--- src/cmps_pkg.sv ---
package cmps_pkg;

  // sequencer states
  typedef enum logic [3:0] {
    ST_IDLE,
    ST_EXEC,
    ST_DIV_MOD,
    ST_DIV_WHOLE,
    ST_CLOSE,
    ST_DIV_RATIO,
    ST_FINAL,
    ST_DIV_PAVG,
    ST_DIV_IAVG,
    ST_DONE
  } state_t;

  // which counter a covered operation feeds
  typedef enum logic [1:0] {
    KIND_MATCH,
    KIND_MISMATCH,
    KIND_DEL
  } kind_t;

  localparam int CNT_W   = 20;
  localparam int PSUM_W  = 40;
  localparam int ISUM_W  = 32;
  localparam int MOTIF_W = 6;
  localparam int CHAR_W  = 8;

  localparam logic [CHAR_W-1:0] CH_0  = 8'h30;
  localparam logic [CHAR_W-1:0] CH_9  = 8'h39;
  localparam logic [CHAR_W-1:0] CH_EQ = 8'h3D;
  localparam logic [CHAR_W-1:0] CH_M  = 8'h4D;
  localparam logic [CHAR_W-1:0] CH_X  = 8'h58;
  localparam logic [CHAR_W-1:0] CH_D  = 8'h44;
  localparam logic [CHAR_W-1:0] CH_I  = 8'h49;

endpackage

--- src/cigar_motif_purity_stats_top.sv ---
// a digit passes through EXEC and back to IDLE; an operation that fills a motif
// takes up to three passes of the shared restoring divider (one quotient bit per
// cycle); the final character adds up to three more passes (the partial motif
// ratio and both averages) and then hands the result over from DONE
// throughput: one character at a time, in_ready is low while the sequencer runs
// reset: rst (synchronous) clears all counters and sums and sets motif length 1
module cigar_motif_purity_stats_top #(
  parameter int LENGTH_BITS   = 20,
  parameter int FRACTION_BITS = 16
) (
  input  logic                                clk,
  input  logic                                rst,
  // configuration write channel
  input  logic                                cfg_valid,
  output logic                                cfg_ready,
  input  logic [cmps_pkg::MOTIF_W-1:0]        cfg_data,
  // character input
  input  logic                                in_valid,
  output logic                                in_ready,
  input  logic [cmps_pkg::CHAR_W-1:0]         cigar_char,
  input  logic                                last_char,
  // result output
  output logic                                out_valid,
  input  logic                                out_ready,
  output logic [FRACTION_BITS:0]              avg_purity,
  output logic [cmps_pkg::CNT_W-1:0]          avg_indels,
  output logic [cmps_pkg::CNT_W-1:0]          motif_count
);

  localparam int CW    = cmps_pkg::CNT_W;
  localparam int PW    = cmps_pkg::PSUM_W;
  localparam int IW    = cmps_pkg::ISUM_W;
  localparam int MW    = cmps_pkg::MOTIF_W;
  // covered count plus run length
  localparam int TOT_W = ((LENGTH_BITS > CW) ? LENGTH_BITS : CW) + 1;
  // ratio dividend is the match count scaled to Q.FRACTION_BITS
  localparam int RAT_W = CW + FRACTION_BITS;
  localparam int DW_A  = (RAT_W > PW) ? RAT_W : PW;
  localparam int DIV_W = (DW_A > TOT_W) ? DW_A : TOT_W;
  // divisor: largest is match + mismatch + indel
  localparam int DVW   = CW + 2;
  localparam int DCW   = $clog2(DIV_W + 1);
  // purity sum plus whole-motif entries
  localparam int WS_W  = ((PW > LENGTH_BITS + FRACTION_BITS) ? PW
                          : LENGTH_BITS + FRACTION_BITS) + 1;

  localparam logic [LENGTH_BITS-1:0] LEN_MAX = {LENGTH_BITS{1'b1}};
  localparam logic [CW-1:0]          CNT_MAX = {CW{1'b1}};
  localparam logic [PW-1:0]          PSUM_MAX = {PW{1'b1}};
  localparam logic [IW-1:0]          ISUM_MAX = {IW{1'b1}};
  localparam logic [DIV_W-1:0]       ONE_Q = DIV_W'(1) << FRACTION_BITS;

  cmps_pkg::state_t state, state_next;
  cmps_pkg::kind_t  op_kind, op_kind_next;

  logic [MW-1:0]          unit_len;
  logic [cmps_pkg::CHAR_W-1:0] char_reg, char_reg_next;
  logic                   last_reg, last_reg_next;
  logic                   in_final, in_final_next;
  logic [LENGTH_BITS-1:0] length_accum, length_accum_next;
  logic [LENGTH_BITS-1:0] op_len, op_len_next;
  logic [MW-1:0]          excess, excess_next;
  logic [CW-1:0]          covered_count, covered_count_next;
  logic [CW-1:0]          match_count, match_count_next;
  logic [CW-1:0]          mismatch_count, mismatch_count_next;
  logic [CW-1:0]          indel_count, indel_count_next;
  logic [PW-1:0]          purity_sum, purity_sum_next;
  logic [CW-1:0]          purity_entries, purity_entries_next;
  logic [IW-1:0]          indel_sum, indel_sum_next;
  logic [CW-1:0]          indel_entries, indel_entries_next;
  logic [FRACTION_BITS:0] res_p, res_p_next;
  logic [CW-1:0]          res_i, res_i_next;
  logic                   out_valid_next;
  logic [FRACTION_BITS:0] avg_purity_next;
  logic [CW-1:0]          avg_indels_next;
  logic [CW-1:0]          motif_count_next;

  // shared restoring divider
  logic [DIV_W-1:0] div_quo, div_quo_next;
  logic [DVW-1:0]   div_rem, div_rem_next;
  logic [DVW-1:0]   div_den, div_den_next;
  logic [DCW-1:0]   div_cnt, div_cnt_next;
  logic [DVW:0]     rem_sh;
  logic             div_ge;
  logic [DIV_W-1:0] q_new;
  logic [DVW-1:0]   r_new;
  logic             div_last;

  assign rem_sh   = {div_rem, div_quo[DIV_W-1]};
  assign div_ge   = rem_sh >= {1'b0, div_den};
  assign r_new    = div_ge ? DVW'(rem_sh - {1'b0, div_den}) : rem_sh[DVW-1:0];
  assign q_new    = {div_quo[DIV_W-2:0], div_ge};
  assign div_last = (div_cnt == DCW'(1));

  assign cfg_ready = 1'b1;
  assign in_ready  = (state == cmps_pkg::ST_IDLE);

  // configuration register
  always_ff @(posedge clk) begin
    if (rst) begin
      unit_len <= MW'(1);
    end else if (cfg_valid) begin
      unit_len <= cfg_data;
    end
  end

  always_ff @(posedge clk) begin
    if (rst) begin
      state          <= cmps_pkg::ST_IDLE;
      out_valid      <= 1'b0;
      length_accum   <= '0;
      covered_count  <= '0;
      match_count    <= '0;
      mismatch_count <= '0;
      indel_count    <= '0;
      purity_sum     <= '0;
      purity_entries <= '0;
      indel_sum      <= '0;
      indel_entries  <= '0;
      in_final       <= 1'b0;
      div_cnt        <= '0;
    end else begin
      state          <= state_next;
      out_valid      <= out_valid_next;
      length_accum   <= length_accum_next;
      covered_count  <= covered_count_next;
      match_count    <= match_count_next;
      mismatch_count <= mismatch_count_next;
      indel_count    <= indel_count_next;
      purity_sum     <= purity_sum_next;
      purity_entries <= purity_entries_next;
      indel_sum      <= indel_sum_next;
      indel_entries  <= indel_entries_next;
      in_final       <= in_final_next;
      div_cnt        <= div_cnt_next;
    end
  end

  // payload registers
  always_ff @(posedge clk) begin
    char_reg    <= char_reg_next;
    last_reg    <= last_reg_next;
    op_kind     <= op_kind_next;
    op_len      <= op_len_next;
    excess      <= excess_next;
    res_p       <= res_p_next;
    res_i       <= res_i_next;
    div_quo     <= div_quo_next;
    div_rem     <= div_rem_next;
    div_den     <= div_den_next;
    avg_purity  <= avg_purity_next;
    avg_indels  <= avg_indels_next;
    motif_count <= motif_count_next;
  end

  always_comb begin
    logic [MW-1:0]            m_eff;
    logic [LENGTH_BITS+3:0]   dig_v;
    logic [TOT_W-1:0]         total;
    logic [TOT_W-1:0]         cnt_sum;
    logic [LENGTH_BITS-1:0]   take;
    logic [CW-1:0]            ctr_val;
    logic [CW-1:0]            ctr_new;
    logic [WS_W-1:0]          ps_sum;
    logic [DIV_W-1:0]         ratio;
    logic [DVW-1:0]           den;
    logic [IW:0]              is_sum;
    logic [DIV_W-1:0]         ap;
    logic [DIV_W-1:0]         ai;
    logic                     load_en;
    logic [DIV_W-1:0]         load_a;
    logic [DVW-1:0]           load_b;

    state_next          = state;
    op_kind_next        = op_kind;
    char_reg_next       = char_reg;
    last_reg_next       = last_reg;
    in_final_next       = in_final;
    length_accum_next   = length_accum;
    op_len_next         = op_len;
    excess_next         = excess;
    covered_count_next  = covered_count;
    match_count_next    = match_count;
    mismatch_count_next = mismatch_count;
    indel_count_next    = indel_count;
    purity_sum_next     = purity_sum;
    purity_entries_next = purity_entries;
    indel_sum_next      = indel_sum;
    indel_entries_next  = indel_entries;
    res_p_next          = res_p;
    res_i_next          = res_i;
    avg_purity_next     = avg_purity;
    avg_indels_next     = avg_indels;
    motif_count_next    = motif_count;
    out_valid_next      = out_valid && !out_ready;
    div_quo_next        = div_quo;
    div_rem_next        = div_rem;
    div_den_next        = div_den;
    div_cnt_next        = div_cnt;

    m_eff   = (unit_len == '0) ? MW'(1) : unit_len;
    dig_v   = '0;
    total   = TOT_W'(covered_count) + TOT_W'(op_len);
    cnt_sum = '0;
    take    = '0;
    ctr_val = '0;
    ctr_new = '0;
    ps_sum  = '0;
    ratio   = '0;
    den     = DVW'(match_count) + DVW'(mismatch_count) + DVW'(indel_count);
    is_sum  = '0;
    ap      = '0;
    ai      = '0;
    load_en = 1'b0;
    load_a  = '0;
    load_b  = '0;

    // divider steps in every division state
    if (state == cmps_pkg::ST_DIV_MOD || state == cmps_pkg::ST_DIV_WHOLE ||
        state == cmps_pkg::ST_DIV_RATIO || state == cmps_pkg::ST_DIV_PAVG ||
        state == cmps_pkg::ST_DIV_IAVG) begin
      div_quo_next = q_new;
      div_rem_next = r_new;
      div_cnt_next = div_cnt - DCW'(1);
    end

    case (state)
      cmps_pkg::ST_IDLE: begin
        if (in_valid) begin
          char_reg_next = cigar_char;
          last_reg_next = last_char;
          in_final_next = 1'b0;
          state_next    = cmps_pkg::ST_EXEC;
        end
      end

      cmps_pkg::ST_EXEC: begin
        state_next = last_reg ? cmps_pkg::ST_FINAL : cmps_pkg::ST_IDLE;
        if (char_reg >= cmps_pkg::CH_0 && char_reg <= cmps_pkg::CH_9) begin
          // accum * 10 + digit, saturating
          dig_v = ((LENGTH_BITS+4)'(length_accum) << 3) +
                  ((LENGTH_BITS+4)'(length_accum) << 1) +
                  (LENGTH_BITS+4)'(char_reg - cmps_pkg::CH_0);
          length_accum_next = (dig_v > (LENGTH_BITS+4)'(LEN_MAX)) ? LEN_MAX
                              : dig_v[LENGTH_BITS-1:0];
          // a digit on the last character is simply dropped
          if (last_reg) begin
            length_accum_next = '0;
          end
        end else begin
          length_accum_next = '0;
          op_len_next       = length_accum;
          total = TOT_W'(covered_count) + TOT_W'(length_accum);
          if (char_reg == cmps_pkg::CH_M || char_reg == cmps_pkg::CH_EQ ||
              char_reg == cmps_pkg::CH_X || char_reg == cmps_pkg::CH_D) begin
            if (char_reg == cmps_pkg::CH_X) begin
              op_kind_next = cmps_pkg::KIND_MISMATCH;
              ctr_val      = mismatch_count;
            end else if (char_reg == cmps_pkg::CH_D) begin
              op_kind_next = cmps_pkg::KIND_DEL;
              ctr_val      = indel_count;
            end else begin
              op_kind_next = cmps_pkg::KIND_MATCH;
              ctr_val      = match_count;
            end
            if (total >= TOT_W'(m_eff)) begin
              // motif fills: need total mod m
              load_en    = 1'b1;
              load_a     = DIV_W'(total);
              load_b     = DVW'(m_eff);
              state_next = cmps_pkg::ST_DIV_MOD;
            end else begin
              covered_count_next = total[CW-1:0];
              cnt_sum = TOT_W'(ctr_val) + TOT_W'(length_accum);
              ctr_new = (cnt_sum > TOT_W'(CNT_MAX)) ? CNT_MAX : cnt_sum[CW-1:0];
              case (op_kind_next)
                cmps_pkg::KIND_MISMATCH: mismatch_count_next = ctr_new;
                cmps_pkg::KIND_DEL:      indel_count_next    = ctr_new;
                default:                 match_count_next    = ctr_new;
              endcase
            end
          end else if (char_reg == cmps_pkg::CH_I) begin
            cnt_sum = TOT_W'(indel_count) + TOT_W'(length_accum);
            indel_count_next = (cnt_sum > TOT_W'(CNT_MAX)) ? CNT_MAX
                               : cnt_sum[CW-1:0];
          end
        end
      end

      cmps_pkg::ST_DIV_MOD: begin
        if (div_last) begin
          excess_next = r_new[MW-1:0];
          take = (op_len >= LENGTH_BITS'(r_new[MW-1:0]))
                 ? LENGTH_BITS'(op_len - LENGTH_BITS'(r_new[MW-1:0])) : '0;
          case (op_kind)
            cmps_pkg::KIND_MISMATCH: ctr_val = mismatch_count;
            cmps_pkg::KIND_DEL:      ctr_val = indel_count;
            default:                 ctr_val = match_count;
          endcase
          cnt_sum = TOT_W'(ctr_val) + TOT_W'(take);
          ctr_new = (cnt_sum > TOT_W'(CNT_MAX)) ? CNT_MAX : cnt_sum[CW-1:0];
          case (op_kind)
            cmps_pkg::KIND_MISMATCH: mismatch_count_next = ctr_new;
            cmps_pkg::KIND_DEL:      indel_count_next    = ctr_new;
            default:                 match_count_next    = ctr_new;
          endcase
          if (op_kind == cmps_pkg::KIND_MATCH && op_len > LENGTH_BITS'(m_eff)) begin
            // long match run: whole-motif entries
            load_en    = 1'b1;
            load_a     = DIV_W'(op_len);
            load_b     = DVW'(m_eff);
            state_next = cmps_pkg::ST_DIV_WHOLE;
          end else begin
            state_next = cmps_pkg::ST_CLOSE;
          end
        end
      end

      cmps_pkg::ST_DIV_WHOLE: begin
        if (div_last) begin
          ps_sum = WS_W'(purity_sum) +
                   (WS_W'(q_new[LENGTH_BITS-1:0]) << FRACTION_BITS);
          purity_sum_next = (ps_sum > WS_W'(PSUM_MAX)) ? PSUM_MAX : ps_sum[PW-1:0];
          cnt_sum = TOT_W'(purity_entries) + TOT_W'(q_new[LENGTH_BITS-1:0]);
          purity_entries_next = (cnt_sum > TOT_W'(CNT_MAX)) ? CNT_MAX
                                : cnt_sum[CW-1:0];
          state_next = cmps_pkg::ST_CLOSE;
        end
      end

      cmps_pkg::ST_CLOSE: begin
        // unit ratio: match scaled over all positions in the unit
        load_en    = 1'b1;
        load_a     = DIV_W'({match_count, {FRACTION_BITS{1'b0}}});
        load_b     = den;
        state_next = cmps_pkg::ST_DIV_RATIO;
      end

      cmps_pkg::ST_DIV_RATIO: begin
        if (div_last) begin
          ratio  = (div_den == '0) ? '0 : q_new;
          ps_sum = WS_W'(purity_sum) + WS_W'(ratio[FRACTION_BITS:0]);
          purity_sum_next = (ps_sum > WS_W'(PSUM_MAX)) ? PSUM_MAX : ps_sum[PW-1:0];
          cnt_sum = TOT_W'(purity_entries) + TOT_W'(1);
          purity_entries_next = (cnt_sum > TOT_W'(CNT_MAX)) ? CNT_MAX
                                : cnt_sum[CW-1:0];
          is_sum = (IW+1)'(indel_sum) + (IW+1)'(indel_count);
          indel_sum_next = (is_sum > (IW+1)'(ISUM_MAX)) ? ISUM_MAX : is_sum[IW-1:0];
          cnt_sum = TOT_W'(indel_entries) + TOT_W'(1);
          indel_entries_next = (cnt_sum > TOT_W'(CNT_MAX)) ? CNT_MAX
                               : cnt_sum[CW-1:0];
          if (in_final) begin
            state_next = cmps_pkg::ST_FINAL;
          end else begin
            // start the next unit with the overflow of this run
            covered_count_next  = CW'(excess);
            match_count_next    = '0;
            mismatch_count_next = '0;
            indel_count_next    = '0;
            case (op_kind)
              cmps_pkg::KIND_MISMATCH: mismatch_count_next = CW'(excess);
              cmps_pkg::KIND_DEL:      indel_count_next    = CW'(excess);
              default:                 match_count_next    = CW'(excess);
            endcase
            state_next = last_reg ? cmps_pkg::ST_FINAL : cmps_pkg::ST_IDLE;
          end
        end
      end

      cmps_pkg::ST_FINAL: begin
        if (covered_count != '0 && !in_final) begin
          // close the partial unit first
          in_final_next = 1'b1;
          state_next    = cmps_pkg::ST_CLOSE;
        end else begin
          load_en    = 1'b1;
          load_a     = DIV_W'(purity_sum);
          load_b     = DVW'(purity_entries);
          state_next = cmps_pkg::ST_DIV_PAVG;
        end
      end

      cmps_pkg::ST_DIV_PAVG: begin
        if (div_last) begin
          ap = (q_new > ONE_Q) ? ONE_Q : q_new;
          res_p_next = (purity_entries == '0) ? '0 : ap[FRACTION_BITS:0];
          load_en    = 1'b1;
          load_a     = DIV_W'(indel_sum);
          load_b     = DVW'(indel_entries);
          state_next = cmps_pkg::ST_DIV_IAVG;
        end
      end

      cmps_pkg::ST_DIV_IAVG: begin
        if (div_last) begin
          ai = (q_new > DIV_W'(CNT_MAX)) ? DIV_W'(CNT_MAX) : q_new;
          res_i_next = (indel_entries == '0) ? '0 : ai[CW-1:0];
          state_next = cmps_pkg::ST_DONE;
        end
      end

      cmps_pkg::ST_DONE: begin
        // wait for the output register to free up
        if (!out_valid || out_ready) begin
          out_valid_next      = 1'b1;
          avg_purity_next     = res_p;
          avg_indels_next     = res_i;
          motif_count_next    = purity_entries;
          length_accum_next   = '0;
          covered_count_next  = '0;
          match_count_next    = '0;
          mismatch_count_next = '0;
          indel_count_next    = '0;
          purity_sum_next     = '0;
          purity_entries_next = '0;
          indel_sum_next      = '0;
          indel_entries_next  = '0;
          state_next          = cmps_pkg::ST_IDLE;
        end
      end

      default: begin
        state_next = cmps_pkg::ST_IDLE;
      end
    endcase

    if (load_en) begin
      div_quo_next = load_a;
      div_rem_next = '0;
      div_den_next = load_b;
      div_cnt_next = DCW'(DIV_W);
    end
  end

endmodule
--- config.mk ---
export PLATFORM = sky130hd
export DESIGN_NAME = cigar_motif_purity_stats_top
export DESIGN_NICKNAME = d
export VERILOG_FILES = /design/src/cmps_pkg.sv /design/src/cigar_motif_purity_stats_top.sv
export SDC_FILE = /design/constraint.sdc
export NUM_CORES = 2
export LEC_CHECK = 0
export BUFFER_PORTS_ARGS = -buffer_cell sky130_fd_sc_hd__buf_2
export CAP_MARGIN = 20
export CORE_ASPECT_RATIO = 0.5
export CORE_UTILIZATION = 50
export DETAILED_ROUTE_END_ITERATION = 10
export HOLD_SLACK_MARGIN = 0.08
export PLACE_DENSITY = 0.74
export SLEW_MARGIN = 40
export SYNTH_ARGS = -nofsm -noshare
export SYNTH_HDL_FRONTEND = slang
export SYNTH_SLANG_ARGS = --single-unit
--- constraint.sdc ---
create_clock -name clk -period 11 [get_ports clk]
set_input_delay 1.1 -clock clk [delete_from_list [all_inputs] [get_ports clk]]
set_output_delay 1.1 -clock clk [all_outputs]
set_load 0.005 [all_outputs]
==> summary.md <==
| Metric | Value |
|---|---|
| Worst slew pin tran | 0.961 ns |
| Commonest non-fill, non-tap cells in the layout | 436 x nor2_1, 294 x a21oi_1, 285 x nand2_1, 266 x o21ai_0, 254 x ha_1 |
| CTS tree | yes |
| CTS root buffer | clkbuf_16 |
| DRC viols | 0 |
| Vias in the first global route | 28300 |
| DR vias | 31000 |
| Routed wire length per instance | 23.2 um |
| FP Rows | 66 |
| Remaining global-route overflow | 0 |
| Layout fillers | 5776 |
| Seq pwr share | 0.300 |
| Critical Path Start Type | flip-flop |
| Final Cycle Share | 0.772 |
| Layout net count | 4171 |
| Initial drt markers | 4217 |
| Syn Std Cell Area | 33000 sq um |
| Initial antenna violation count | 3 |
| Top FF cell, synth | dfxtp_1 |
| Clk_skew | 0.0457 ns |
| Initial Utilization | 0.507 |
| Syn nets | 4181 |
| Drt total wl | 111 mm |
| Outcome | finished clean |
| Avg Inst Size Synth | 8.57 sq um |
| Yosys cell types | 97 |
| Hold Vio Cnt, Final | 0 |
| Critical path class | flip-flop to flip-flop |
| Max-cap violations | 0 |
| Layout cell share with drive strength beyond 1 | 0.0796 |
| Resized Gates After CTS | 0 |
| Worst Path Arrival | 9.00 ns |
| Die width | 366 um |
| All-Layer GR Usage | 0.323 |
| CTS buffer count | 44 |
| Number of flops mapped to enable cells by yosys | 193 |
| Pint | 4.78 mW |
| Post-synthesis async set-or-reset flop share | 0 |
| Bufs on Longest Clock Path | 3 |
| Die area | 67200 sq um |
| Tmin final | 8.50 ns |
| Top-Level Pins | 80 |
| Nature of the critical path endpoint | flip-flop |
| Final setup vio count | 0 |
| Maximum vdd drop | 156 uV |
| Slew Viols, Final | 0 |
| Placer Congestion | 1.04 |
| Max Fclk | 0.118 GHz |
| Largest net degree at the start of global routing | 72 |
| Clock power frac | 0.183 |
| Num Clock Sinks | 445 |
| Sequential-to-total area share from yosys stat | 0.328 |
| Net Sw Power | 4.06 mW |
| Critical path required time | 11.50 ns |
| Critical path depth | 31 |
| Synth top area cells | edfxtp_1 18%, dfxtp_1 15%, ha_1 9.7%, nor2_1 5.0%, a21oi_1 4.5% |
| Worst Path Max Fanout | 20 |
| Sw frac | 0.459 |
| Comb power frac | 0.517 |
| DR vias/cell | 6.50 |
| Total chip power | 8.84 mW |
| Top cell type's share of synthesized area | 0.175 |
| Synth Instances | 3856 |
| Skew-Pair Late Insertion Delay | 0.61 ns |
| Number of synthesized register bits | 445 |
| Slowest library cell on the worst path | o311a_1 |
| Worst Reg2Reg Path Length in Cells | 31 |
| Leakage | 14.4 nW |
| Yosys warns | 0 |
| Worst-path clk slew | 0.08 ns |
| Post-CTS setup buffers | 0 |
| WP buf/inv | 3 |
| PwrDens | 247 nW/um^2 |
| Port buffer count | 78 |
| Cts hold-fix bufs | 0 |
| Yosys top cell by area | edfxtp_1 |
| Hold path depth | 0 |
| Slowest stage delay, CP | 0.70 ns |
| First-pass GRT wire length | 168 mm |
| RSZ-0062 raised after global routing | false |
| Synth-to-layout area growth | 8.54% |
| Slew HR | 0.360 |
| Core area | 65200 sq um |
| Largest registers | div_quo: 40 flops, purity_sum: 40 flops, indel_sum: 32 flops |
| HPWL Detailed | 82.8 mm |
| Most common cell after layout, fill and taps aside | nor2_1 |
| Vert. Die Dim | 184 um |
| Number of routed nets with antenna violations | 0 |
| Setup total negative slack | 0 ns |
| H-tree levels | 2 |
| HP Class | flip-flop to flip-flop |
| First drt pass iteration count | 8 |
| Crit-path leading delay family | compound AO/OA/AOI/OAI gates |
final timing paths:
check                     to  slack [ns]  startpoint
min reg2reg   avg_purity[10]        0.42   res_p[10]
min           avg_purity[10]        0.42   res_p[10]
max reg2reg  match_count[19]        2.50  div_den[1]
max          match_count[19]        2.50  div_den[1]
cells in the mapped netlist, types with 11 or more instances:
cell      instances
nand3b_1         19
nor2_1          442
a21o_1           87
nand2b_1         49
or3_1            15
o21a_1           45
nor3_1           85
a222oi_1         25
o21bai_1         27
o221ai_1         18
a31o_2           13
a22oi_1          69
xor2_1           87
dfxtp_1         252
buf_2            24
inv_1           136
a211oi_1         77
mux2i_1          40
and3_1           28
a21oi_1         296
clkbuf_1        153
a311oi_1         37
nand2_1         286
xnor2_1         144
or2_2            21
nand4_1          39
o22ai_1          37
nand3_1          87
edfxtp_1        193
o211ai_1         29
a31oi_1          45
a221o_1          31
nor2b_1          58
nor4_1           44
fa_1             50
and2_1           51
ha_1            255
o21ai_0         268
a221oi_1         11
metrics by stage:
stage,utilization,std cells,setup WS [ns],area (sq um),hold WS [ns]
CTS,0.550,4765,2.78,35800,0.419
finish,0.551,4766,2.50,35900,0.418
detailed placement,0.527,4684,2.83,34300,0.405
global placement,0.527,4683,2.91,34300,0.401
floorplan,-,3856,4.13,33000,0.400
global route,0.550,4765,2.05,35900,0.422
cell type report:
class | count | area (sq um) | share of cell area
multi-input cells | 3078 | 21000 | 0.586
clock inverters | 25 | 238 | 0.00663
inverters | 137 | 517 | 0.0144
flip-flops and latches | 445 | 10800 | 0.302
repair buffers | 140 | 862 | 0.0240
well taps | 884 | 1110 | 0.0308
clock buffers | 56 | 1270 | 0.0355
diodes | 1 | 2.50 | 0.0000698
power by group through the flow:
stage / logic [mW] / registers (mW) / clock network, mW
6_report: 4.57 / 2.65 / 1.62
2_1_floorplan: 3.31 / 2.39 / 0
5_1_grt: 4.98 / 2.66 / 1.69
4_1_cts: 4.45 / 2.61 / 1.63
3_5_place_dp: 4.41 / 2.64 / 0
3_3_place_gp: 4.35 / 2.64 / 0
per-layer routing:
| layer | GRT usage | wire length (um) | up-vias |
|---|---|---|---|
| met5 | 0 | 0 | - |
| met4 | 0.128 | 4800 | 0 |
| li1 | - | - | 14300 |
| met2 | 0.471 | 45400 | 1816 |
| met3 | 0.0628 | 13600 | 259 |
| met1 | 0.467 | 46800 | 14600 |
kinds of logic (layout without fill, tap and decap cells):
group,Yosys count,count (layout),synth area share
AND/OR/NAND/NOR,1264,1264,0.182
AO/OA/AOI/OAI,1234,1234,0.248
flip-flops,445,445,0.328
buffers and inverters,333,358,0.0401
adder cells (fa/ha/maj),305,305,0.127
XOR/XNOR,232,232,0.0617
multiplexers,42,42,0.0129
other,1,2,0.000113
Power figures use the tool's default switching activity.
